[src/pcsd_pkg.sv]
// Shared types and constants for the pin-change subscription dispatcher.
// Used by pcsd_slot_scan and pin_change_subscription_dispatch_core.
// No dependencies.
package pcsd_pkg;

   // Default table size
   localparam int SLOTS_DEFAULT = 16;

   // Field widths
   localparam int SLOT_W = 4;
   localparam int PIN_W  = 4;
   localparam int LVL_W  = 8;
   localparam int CHG_W  = 5;
   localparam int BIT_W  = 3;

   // Request function codes
   localparam logic [1:0] FUNC_SUBSCRIBE   = 2'd0;
   localparam logic [1:0] FUNC_UNSUBSCRIBE = 2'd1;
   localparam logic [1:0] FUNC_SAMPLE      = 2'd2;
   localparam logic [1:0] FUNC_INIT        = 2'd3;

   // Port select codes
   localparam logic [1:0] PORT_B = 2'd0;
   localparam logic [1:0] PORT_A = 2'd1;
   localparam logic [1:0] PORT_D = 2'd2;

   // First logical pin of each port's mapped bits
   localparam logic [PIN_W-1:0] PIN_BASE_B = 4'd0;
   localparam logic [PIN_W-1:0] PIN_BASE_A = 4'd10;
   localparam logic [PIN_W-1:0] PIN_BASE_D = 4'd5;

   // Result kind codes
   localparam logic [1:0] KIND_SUBSCRIBE   = 2'd0;
   localparam logic [1:0] KIND_UNSUBSCRIBE = 2'd1;
   localparam logic [1:0] KIND_DISPATCH    = 2'd2;

   // Sequencer states
   typedef enum logic [2:0] {
      ST_IDLE,
      ST_SUB_WAIT,
      ST_UNSUB_WAIT,
      ST_PICK,
      ST_PIN_WAIT,
      ST_FLUSH
   } state_type;

   // What the slot scanner looks for
   typedef enum logic {
      SCAN_FREE,
      SCAN_MATCH
   } scan_mode_type;

   // Scan launch
   typedef struct packed {
      logic               start;
      scan_mode_type      mode;
      logic [PIN_W-1:0]   pin;
   } scan_req_type;

   // Scan outcome, valid for one cycle on done
   typedef struct packed {
      logic               done;
      logic               found;
      logic [SLOT_W-1:0]  slot;
   } scan_rsp_type;

   // Table update
   typedef struct packed {
      logic               claim;
      logic               release_slot;
      logic [SLOT_W-1:0]  slot;
      logic [PIN_W-1:0]   pin;
   } tbl_wr_type;

endpackage

[src/pcsd_slot_scan.sv]
// Subscription slot table with a shared one-slot-per-cycle compare unit.
// Finds the lowest free slot or the lowest used slot holding a pin.
// Depends on pcsd_pkg.
module pcsd_slot_scan #(
   parameter int SLOTS = pcsd_pkg::SLOTS_DEFAULT
) (
   input  logic                   clock,
   input  logic                   reset,
   input  pcsd_pkg::scan_req_type scan_req,
   input  pcsd_pkg::tbl_wr_type   tbl_wr,
   output pcsd_pkg::scan_rsp_type scan_rsp
);

   localparam int IdxW = (SLOTS > 1) ? $clog2(SLOTS) : 1;
   localparam logic [IdxW-1:0] LastIdx = IdxW'(SLOTS - 1);

   logic [SLOTS-1:0]               used_ff, used_in;
   logic [pcsd_pkg::PIN_W-1:0]     pin_ff [SLOTS];
   logic [pcsd_pkg::PIN_W-1:0]     pin_in [SLOTS];
   logic                           busy_ff, busy_in;
   logic [IdxW-1:0]                idx_ff, idx_in;
   pcsd_pkg::scan_mode_type        mode_ff, mode_in;
   logic [pcsd_pkg::PIN_W-1:0]     target_ff, target_in;
   pcsd_pkg::scan_rsp_type         rsp_ff, rsp_in;
   logic                           entry_hit;

   // Compare unit: one entry per cycle
   always_comb begin
      case (mode_ff)
         pcsd_pkg::SCAN_FREE:  entry_hit = !used_ff[idx_ff];
         pcsd_pkg::SCAN_MATCH: entry_hit = used_ff[idx_ff] && (pin_ff[idx_ff] == target_ff);
         default:              entry_hit = 1'b0;
      endcase
   end

   // Scan walk
   always_comb begin
      busy_in   = busy_ff;
      idx_in    = idx_ff;
      mode_in   = mode_ff;
      target_in = target_ff;
      rsp_in    = '0;
      if (scan_req.start) begin
         busy_in   = 1'b1;
         idx_in    = '0;
         mode_in   = scan_req.mode;
         target_in = scan_req.pin;
      end else if (busy_ff) begin
         if (entry_hit) begin
            busy_in      = 1'b0;
            rsp_in.done  = 1'b1;
            rsp_in.found = 1'b1;
            rsp_in.slot  = pcsd_pkg::SLOT_W'(idx_ff);
         end else if (idx_ff == LastIdx) begin
            busy_in     = 1'b0;
            rsp_in.done = 1'b1;
         end else begin
            idx_in = idx_ff + 1'b1;
         end
      end
   end

   // Table updates
   always_comb begin
      used_in = used_ff;
      pin_in  = pin_ff;
      if (tbl_wr.claim) begin
         used_in[tbl_wr.slot[IdxW-1:0]] = 1'b1;
         pin_in[tbl_wr.slot[IdxW-1:0]]  = tbl_wr.pin;
      end
      if (tbl_wr.release_slot) begin
         used_in[tbl_wr.slot[IdxW-1:0]] = 1'b0;
         pin_in[tbl_wr.slot[IdxW-1:0]]  = '0;
      end
   end

   always_ff @(posedge clock) begin
      if (reset) begin
         used_ff <= '0;
         for (int i = 0; i < SLOTS; i++) begin
            pin_ff[i] <= '0;
         end
         busy_ff <= 1'b0;
         rsp_ff  <= '0;
      end else begin
         used_ff <= used_in;
         pin_ff  <= pin_in;
         busy_ff <= busy_in;
         rsp_ff  <= rsp_in;
      end
   end

   always_ff @(posedge clock) begin
      idx_ff    <= idx_in;
      mode_ff   <= mode_in;
      target_ff <= target_in;
   end

   assign scan_rsp = rsp_ff;

endmodule

[src/pin_change_subscription_dispatch_core.sv]
// Pin-change subscription dispatcher, top level.
// Subscribe/unsubscribe: a single slot scan runs from accept to the reply beat; the scan
// checks one slot per cycle. Port sample: one slot scan per changed mapped bit, lowest
// bit first; init capture only stores the port level.
// One item at a time: busy stays high until the last result beat is registered. Results
// cannot be stalled. Synchronous reset clears the slot table, stored port levels and control.
module pin_change_subscription_dispatch_core #(
   parameter int SLOTS = pcsd_pkg::SLOTS_DEFAULT
) (
   input  logic                         clock,
   input  logic                         reset,
   input  logic                         start,
   output logic                         busy,
   input  logic [1:0]                   req_func,
   input  logic [pcsd_pkg::PIN_W-1:0]   req_pin_id,
   input  logic [1:0]                   req_port_sel,
   input  logic [pcsd_pkg::LVL_W-1:0]   req_port_value,
   output logic                         rsp_valid,
   output logic [1:0]                   rsp_kind,
   output logic                         rsp_ok,
   output logic [pcsd_pkg::SLOT_W-1:0]  rsp_slot,
   output logic [pcsd_pkg::PIN_W-1:0]   rsp_pin_out,
   output logic                         rsp_last
);

   pcsd_pkg::state_type              state_ff, state_in;
   logic [pcsd_pkg::LVL_W-1:0]       level_ff [3];
   logic [pcsd_pkg::LVL_W-1:0]       level_in [3];
   logic [pcsd_pkg::CHG_W-1:0]       chg_ff, chg_in;
   logic [pcsd_pkg::PIN_W-1:0]       base_ff, base_in;
   logic [pcsd_pkg::PIN_W-1:0]       cur_pin_ff, cur_pin_in;
   logic                             pend_valid_ff, pend_valid_in;
   logic [pcsd_pkg::SLOT_W-1:0]      pend_slot_ff, pend_slot_in;
   logic [pcsd_pkg::PIN_W-1:0]       pend_pin_ff, pend_pin_in;
   logic                             rsp_valid_ff, rsp_valid_in;
   logic [1:0]                       rsp_kind_ff, rsp_kind_in;
   logic                             rsp_ok_ff, rsp_ok_in;
   logic [pcsd_pkg::SLOT_W-1:0]      rsp_slot_ff, rsp_slot_in;
   logic [pcsd_pkg::PIN_W-1:0]       rsp_pin_ff, rsp_pin_in;
   logic                             rsp_last_ff, rsp_last_in;

   logic                             accept;
   logic                             sel_ok;
   logic [pcsd_pkg::LVL_W-1:0]       diff;
   logic [pcsd_pkg::BIT_W-1:0]       low_idx;
   logic [pcsd_pkg::PIN_W-1:0]       pick_pin;
   pcsd_pkg::scan_req_type           scan_req;
   pcsd_pkg::scan_rsp_type           scan_rsp;
   pcsd_pkg::tbl_wr_type             tbl_wr;

   // Lowest set bit of the changed-pin vector
   function automatic logic [pcsd_pkg::BIT_W-1:0] low_bit(
      input logic [pcsd_pkg::CHG_W-1:0] v
   );
      logic [pcsd_pkg::BIT_W-1:0] r;
      r = '0;
      for (int i = pcsd_pkg::CHG_W - 1; i >= 0; i--) begin
         if (v[i]) r = pcsd_pkg::BIT_W'(i);
      end
      return r;
   endfunction

   pcsd_slot_scan #(
      .SLOTS (SLOTS)
   ) u_scan (
      .clock    (clock),
      .reset    (reset),
      .scan_req (scan_req),
      .tbl_wr   (tbl_wr),
      .scan_rsp (scan_rsp)
   );

   assign busy     = (state_ff != pcsd_pkg::ST_IDLE);
   assign accept   = start && !busy;
   assign sel_ok   = req_port_sel inside {pcsd_pkg::PORT_B, pcsd_pkg::PORT_A, pcsd_pkg::PORT_D};
   assign diff     = sel_ok ? (level_ff[req_port_sel] ^ req_port_value) : '0;
   assign low_idx  = low_bit(chg_ff);
   assign pick_pin = base_ff + {1'b0, low_idx};

   // Next state
   always_comb begin
      state_in = state_ff;
      case (state_ff)
         pcsd_pkg::ST_IDLE: begin
            if (accept) begin
               case (req_func)
                  pcsd_pkg::FUNC_SUBSCRIBE:   state_in = pcsd_pkg::ST_SUB_WAIT;
                  pcsd_pkg::FUNC_UNSUBSCRIBE: state_in = pcsd_pkg::ST_UNSUB_WAIT;
                  pcsd_pkg::FUNC_SAMPLE:      state_in = sel_ok ? pcsd_pkg::ST_PICK
                                                                : pcsd_pkg::ST_IDLE;
                  default:                    state_in = pcsd_pkg::ST_IDLE;
               endcase
            end
         end
         pcsd_pkg::ST_SUB_WAIT,
         pcsd_pkg::ST_UNSUB_WAIT: begin
            if (scan_rsp.done) state_in = pcsd_pkg::ST_IDLE;
         end
         pcsd_pkg::ST_PICK: begin
            state_in = (chg_ff != '0) ? pcsd_pkg::ST_PIN_WAIT : pcsd_pkg::ST_FLUSH;
         end
         pcsd_pkg::ST_PIN_WAIT: begin
            if (scan_rsp.done) state_in = pcsd_pkg::ST_PICK;
         end
         pcsd_pkg::ST_FLUSH: state_in = pcsd_pkg::ST_IDLE;
         default:            state_in = pcsd_pkg::ST_IDLE;
      endcase
   end

   // Outputs and datapath updates
   always_comb begin
      level_in      = level_ff;
      chg_in        = chg_ff;
      base_in       = base_ff;
      cur_pin_in    = cur_pin_ff;
      pend_valid_in = pend_valid_ff;
      pend_slot_in  = pend_slot_ff;
      pend_pin_in   = pend_pin_ff;
      rsp_valid_in  = 1'b0;
      rsp_kind_in   = rsp_kind_ff;
      rsp_ok_in     = rsp_ok_ff;
      rsp_slot_in   = rsp_slot_ff;
      rsp_pin_in    = rsp_pin_ff;
      rsp_last_in   = rsp_last_ff;
      scan_req      = '0;
      tbl_wr        = '0;
      case (state_ff)
         pcsd_pkg::ST_IDLE: begin
            if (accept) begin
               cur_pin_in = req_pin_id;
               case (req_func)
                  pcsd_pkg::FUNC_SUBSCRIBE: begin
                     scan_req.start = 1'b1;
                     scan_req.mode  = pcsd_pkg::SCAN_FREE;
                     scan_req.pin   = req_pin_id;
                  end
                  pcsd_pkg::FUNC_UNSUBSCRIBE: begin
                     scan_req.start = 1'b1;
                     scan_req.mode  = pcsd_pkg::SCAN_MATCH;
                     scan_req.pin   = req_pin_id;
                  end
                  pcsd_pkg::FUNC_SAMPLE: begin
                     if (sel_ok) begin
                        level_in[req_port_sel] = req_port_value;
                        pend_valid_in = 1'b0;
                        case (req_port_sel)
                           pcsd_pkg::PORT_B: begin
                              chg_in  = diff[4:0];
                              base_in = pcsd_pkg::PIN_BASE_B;
                           end
                           pcsd_pkg::PORT_A: begin
                              chg_in  = {3'b000, diff[1:0]};
                              base_in = pcsd_pkg::PIN_BASE_A;
                           end
                           pcsd_pkg::PORT_D: begin
                              chg_in  = diff[6:2];
                              base_in = pcsd_pkg::PIN_BASE_D;
                           end
                           default: begin
                              chg_in  = '0;
                              base_in = pcsd_pkg::PIN_BASE_B;
                           end
                        endcase
                     end
                  end
                  default: begin
                     // init capture: store the level only
                     if (sel_ok) level_in[req_port_sel] = req_port_value;
                  end
               endcase
            end
         end
         pcsd_pkg::ST_SUB_WAIT: begin
            if (scan_rsp.done) begin
               tbl_wr.claim  = scan_rsp.found;
               tbl_wr.slot   = scan_rsp.slot;
               tbl_wr.pin    = cur_pin_ff;
               rsp_valid_in  = 1'b1;
               rsp_kind_in   = pcsd_pkg::KIND_SUBSCRIBE;
               rsp_ok_in     = scan_rsp.found;
               rsp_slot_in   = scan_rsp.slot;
               rsp_pin_in    = cur_pin_ff;
               rsp_last_in   = 1'b1;
            end
         end
         pcsd_pkg::ST_UNSUB_WAIT: begin
            if (scan_rsp.done) begin
               tbl_wr.release_slot = scan_rsp.found;
               tbl_wr.slot         = scan_rsp.slot;
               rsp_valid_in        = 1'b1;
               rsp_kind_in         = pcsd_pkg::KIND_UNSUBSCRIBE;
               rsp_ok_in           = scan_rsp.found;
               rsp_slot_in         = scan_rsp.slot;
               rsp_pin_in          = cur_pin_ff;
               rsp_last_in         = 1'b1;
            end
         end
         pcsd_pkg::ST_PICK: begin
            // launch a scan for the next changed pin, lowest bit first
            if (chg_ff != '0) begin
               scan_req.start  = 1'b1;
               scan_req.mode   = pcsd_pkg::SCAN_MATCH;
               scan_req.pin    = pick_pin;
               cur_pin_in      = pick_pin;
               chg_in[low_idx] = 1'b0;
            end
         end
         pcsd_pkg::ST_PIN_WAIT: begin
            // hold one dispatch back so the final beat can carry last
            if (scan_rsp.done && scan_rsp.found) begin
               if (pend_valid_ff) begin
                  rsp_valid_in = 1'b1;
                  rsp_kind_in  = pcsd_pkg::KIND_DISPATCH;
                  rsp_ok_in    = 1'b1;
                  rsp_slot_in  = pend_slot_ff;
                  rsp_pin_in   = pend_pin_ff;
                  rsp_last_in  = 1'b0;
               end
               pend_valid_in = 1'b1;
               pend_slot_in  = scan_rsp.slot;
               pend_pin_in   = cur_pin_ff;
            end
         end
         pcsd_pkg::ST_FLUSH: begin
            if (pend_valid_ff) begin
               rsp_valid_in = 1'b1;
               rsp_kind_in  = pcsd_pkg::KIND_DISPATCH;
               rsp_ok_in    = 1'b1;
               rsp_slot_in  = pend_slot_ff;
               rsp_pin_in   = pend_pin_ff;
               rsp_last_in  = 1'b1;
            end
            pend_valid_in = 1'b0;
         end
         default: begin
            pend_valid_in = 1'b0;
         end
      endcase
   end

   // Control registers
   always_ff @(posedge clock) begin
      if (reset) begin
         state_ff      <= pcsd_pkg::ST_IDLE;
         pend_valid_ff <= 1'b0;
         rsp_valid_ff  <= 1'b0;
         for (int i = 0; i < 3; i++) begin
            level_ff[i] <= '0;
         end
      end else begin
         state_ff      <= state_in;
         pend_valid_ff <= pend_valid_in;
         rsp_valid_ff  <= rsp_valid_in;
         level_ff      <= level_in;
      end
   end

   // Payload registers
   always_ff @(posedge clock) begin
      chg_ff       <= chg_in;
      base_ff      <= base_in;
      cur_pin_ff   <= cur_pin_in;
      pend_slot_ff <= pend_slot_in;
      pend_pin_ff  <= pend_pin_in;
      rsp_kind_ff  <= rsp_kind_in;
      rsp_ok_ff    <= rsp_ok_in;
      rsp_slot_ff  <= rsp_slot_in;
      rsp_pin_ff   <= rsp_pin_in;
      rsp_last_ff  <= rsp_last_in;
   end

   assign rsp_valid   = rsp_valid_ff;
   assign rsp_kind    = rsp_kind_ff;
   assign rsp_ok      = rsp_ok_ff;
   assign rsp_slot    = rsp_slot_ff;
   assign rsp_pin_out = rsp_pin_ff;
   assign rsp_last    = rsp_last_ff;

endmodule
[config.mk]
export PLATFORM = sky130hd
export DESIGN_NAME = pin_change_subscription_dispatch_core
export DESIGN_NICKNAME = d
export VERILOG_FILES = /design/src/pcsd_pkg.sv /design/src/pcsd_slot_scan.sv /design/src/pin_change_subscription_dispatch_core.sv
export SDC_FILE = /design/constraint.sdc
export NUM_CORES = 1
export LEC_CHECK = 0
export BUFFER_PORTS_ARGS = -buffer_cell sky130_fd_sc_hd__clkbuf_2
export CORE_UTILIZATION = 53
export CTS_CLUSTER_SIZE = 24
export DETAILED_ROUTE_END_ITERATION = 12
export PLACE_DENSITY = 0.8
export SLEW_MARGIN = 20
export SYNTH_ARGS = -nofsm -noshare
export SYNTH_HDL_FRONTEND = slang
export SYNTH_SLANG_ARGS = --single-unit
[constraint.sdc]
create_clock -name clock -period 3.6 [get_ports clock]
set_input_delay 0.36 -clock clock [delete_from_list [all_inputs] [get_ports clock]]
set_output_delay 0.36 -clock clock [all_outputs]
set_load 0.01 [all_outputs]
==> summary.md <==
| Metric | Value |
|---|---|
| Result of the run | `finished, final reports clean` |
| Number of synthesized register bits | `153` |
| Worst-skew pair later-pin latency | `0.43 ns` |
| Worst setup EP type | `register` |
| Fillers | `1080` |
| Core Area | `0.0133 sq mm` |
| Share of post-route cells with drive strength above 1 | `12.7%` |
| Count of input and output buffers | `31` |
| Minimum clock period after layout | `approximately 2.9 ns` |
| Number of diodes | `0` |
| Worst Setup Slack post-DPL | `0.787 ns` |
| Internal power | `3.10 mW` |
| Crit path max-delay cell type | `mux4_1` |
| Clock Sinks | `153` |
| Worst hold stages | `3` |
| Syn Nets | `784` |
| DRT antenna net count | `0` |
| DRC violation count after routing | `0` |
| Reg2reg end | `u_scan.idx_ff[2]$_SDFFE_PP0P_` |
| Synthesized instance count | `756` |
| Starting density of the core | `54.8%` |
| Maximum number of pins on one net before global-route repair | `45` |
| Final Routed Wirelength | `17700 um` |
| Most common cell after layout, fill and taps aside | `dfxtp_1` |
| Part of the power in registers | `45.1%` |
| F_max | `0.350 GHz` |
| Largest driver fanout on the critical path | `28` |
| Classification of the worst-slack hold path | `input port to register` |
| Worst path arrival time | `3.16 ns` |
| RSZ-0062 raised after global routing | `no` |
| Sequential area share after synthesis | `46.8%` |
| Net switching power | `0.986 mW` |
| Multi-input gate area in the final layout | `0.00361 sq mm` |
| Violation count after the first detailed-routing iteration | `about 660` |
| Type of the worst setup path | `register to register` |
| Library cell used as clock root buffer | `clkbuf_16` |
| Reg-to-Reg Start | `u_scan.idx_ff[0]$_SDFFE_PP0P_` |
| Die area | `around 0.014 sq mm` |
| Count of yosys warnings during synthesis | `0` |
| Post-synth EDFFs | `36` |
| Number of buffers inserted for hold repair after clock tree synthesis | `0` |
| Destination of the worst hold path | `level_ff[6]$_SDFFE_PP0P_` |
| Clock network power share | `about 46%` |
| Worst Setup Start Kind | `register` |
| TNS Setup | `0 ns` |
| Switch share | `24.1%` |
| Flop-to-flop setup slack | `0.74 ns` |
| Comb pwr share | `8.7%` |
| Number of max-slew violations in the final report | `0` |
| Share of synthesized flip-flops with an asynchronous set or reset | `0%` |
| Aggregate global routing overflow | `0` |
| Maximum ir drop on the vdd rail | `approximately 0.32 mV` |
| Total buffers and inverters traversed by the critical path | `1` |
| Worst Hold Launch | `req_port_value[6]` |
| Buffers inserted during post-CTS setup optimization | `0` |
| Final cell count without fillers | `approximately 970` |
| Sequential Area | `0.00342 sq mm` |
| Cell family contributing the most delay on the critical path | `multiplexers` |
| Total Routing Usage GR | `25.9%` |
| Final hold violations | `0` |
| Io pins | `33` |
| Most common flop cell mapped by yosys | `dfxtp_1` |
| Detailed Place HPWL | `11800 um` |
| Num CTS Buffers | `17` |
| Synth-to-layout area growth | `11.6%` |
| Critical path required time | `roughly 3.9 ns` |
| Width of the chip | `119 um` |
| Number of distinct library cell variants in the gate-level netlist after synthesis | `57` |
| Detailed-routing wirelength on met1 | `7160 um` |
| Resized cells post-CTS | `0` |
| Most frequent cells in the layout | `dfxtp_1 (117), nor2_1 (112), nand2_1 (81)` |
| Average wire per cell in the routed design | `18.3 um` |
| Nets@finish | `804` |
| # rows | `42` |
| Leakage power figure | `2.91 nW` |
| Vias per cell | `6.09` |
| Normalized max-slew margin | `31.3%` |
| Worst setup slack after layout | `0.744 ns` |
| Post-Synthesis Cell Area | `0.00731 sq mm` |
| Count of H-tree levels built during CTS | `4` |
| Slew at the pin with the worst max-slew slack | `slightly above 1 ns` |
| Routability-driven placement congestion ratio | `0.871` |
| Clock skew | `0.00885 ns` |
| Number of antenna violations at the first check in global routing | `0` |
| Topmost layer with routed signal wires | `met4` |
| DR WL met3 | `around 1300 um` |
| Vias in the first global route | `around 5600` |
| Cells traversed along the worst timing path | `buf_12, mux4_1, mux4_2, or2_2, and3_1, o21ai_2, or3_1, a21oi_1` |
| Placed instance count | `933` |
| Vertical die dimension | `119 um` |
| Pwr/cell area | `501 mW/mm^2` |
| Total number of vias | `5880` |
| Longest individual stage delay on the worst path | `0.66 ns` |
| Detailed-routed wire length on met2 | `8770 um` |
| Clock slew at reported path FFs | `around 0.06 ns` |
| 1st-pass router iterations | `7` |
| Mean Syn Cell Area | `9.67 sq um` |
| Max-Cap Viols | `0` |
| Global-route wire length before repair | `around 28000 um` |
| Setup violators final | `0` |
| Clock buffer depth | `2` |
| Clock tree from TritonCTS | `done` |
| Ratio of final minimum period to clock period | `79.3%` |
| Reg2reg path depth | `8` |
cells by family (layout without fill, tap and decap cells):
group           count (synthesis)  count (layout)  share of synthesized area [%]
mux                            89              89                           15.7
fa+ha+maj                       9               9                           1.64
flops                         153             153                           46.8
buf+inv                        51              84                           3.88
compound gates                163             163                           13.1
xor+xnor                       14              14                           1.68
simple gates                  277             277                           17.3
layer usage:
metal  track usage [%]  vias up
li1                  -     2740
met1              31.1     2827
met2              43.9      259
met3              6.08       54
met4              11.3        0
met5                 0        -
synth_stat cells, types with 8 or more instances:
cell,count,share of area (%)
edfxtp_1,36,15
dfxtp_1,117,32
inv_1,10,0.51
a21o_1,17,1.7
o21ai_0,48,3.3
mux2_2,12,1.8
nand2_1,81,4.2
nand3_1,36,2.5
mux2i_1,60,8.2
and2_1,12,1.0
clkbuf_1,28,1.4
nor2_1,112,5.7
mux4_2,10,3.1
ha_1,8,1.4
a21oi_1,65,4.4
sequential cells by signal (all words and copies together), names as in the netlist, 2 cells and up:
register and count:
chg_ff 5, state_ff 3, base_ff 2, rsp_slot 4, u_scan.used_ff 16, level_ff 21
rsp_pin_out 4, u_scan.idx_ff 4, pend_slot_ff 4, pend_pin_ff 4, cur_pin_ff 4, u_scan.pin_ff 64
u_scan.target_ff 4, rsp_kind 2, u_scan.scan_rsp 6
worst max path at each step:
stage	cells past startpoint	to	slack [ns]	start
floorplan	9	u_scan.scan_rsp[0]$_SDFF_PP0_	1.11	u_scan.idx_ff[0]$_SDFFE_PP0P_
global placement	8	u_scan.idx_ff[0]$_SDFFE_PP0P_	0.84	u_scan.idx_ff[0]$_SDFFE_PP0P_
detailed placement	8	u_scan.idx_ff[0]$_SDFFE_PP0P_	0.79	u_scan.idx_ff[0]$_SDFFE_PP0P_
CTS	8	u_scan.idx_ff[3]$_SDFFE_PP0P_	0.77	u_scan.idx_ff[0]$_SDFFE_PP0P_
global route	8	u_scan.idx_ff[0]$_SDFFE_PP0P_	0.69	u_scan.idx_ff[0]$_SDFFE_PP0P_
finish	8	u_scan.idx_ff[2]$_SDFFE_PP0P_	0.74	u_scan.idx_ff[0]$_SDFFE_PP0P_
final cells by class:
| class | instances | area share (%) |
|---|---|---|
| Multi-Input combinational cell | 552 | 44.2 |
| Tap cell | 176 | 2.70 |
| Inverter | 11 | 0.506 |
| Timing Repair Buffer | 41 | 2.97 |
| Clock buffer | 17 | 5.21 |
| Clock inverter | 15 | 2.47 |
| Sequential cell | 153 | 42.0 |
per-stage QoR:
| step | cell area (sq um) | util (%) | hold slack, ns | total power [mW] |
|---|---|---|---|---|
| floorplan | 7310 | - | 0.432 | 2.15 |
| global placement | 7530 | 56.4 | 0.442 | 2.22 |
| detailed placement | 7530 | 56.4 | 0.447 | 2.23 |
| CTS | 8160 | 61.1 | 0.202 | 4.10 |
| global route | 8160 | 61.1 | 0.211 | 4.21 |
| finish | 8160 | 61.1 | 0.213 | 4.09 |
worst min-delay path: stages:
cell	delay, ns
clkbuf_2	0.12
nand3_1	0.07
a21oi_1	0.05
power by group through the flow:
stage                     combinational (mW)  clock (mW)  sequential [mW]
after floorplan                        0.294           0             1.86
after global placement                 0.338           0             1.88
after detailed placement               0.351           0             1.88
after CTS                              0.354        1.90             1.84
after global routing                   0.386        1.97             1.85
final                                  0.357        1.88             1.84
No activity file was read; power rests on OpenSTA's default activity.
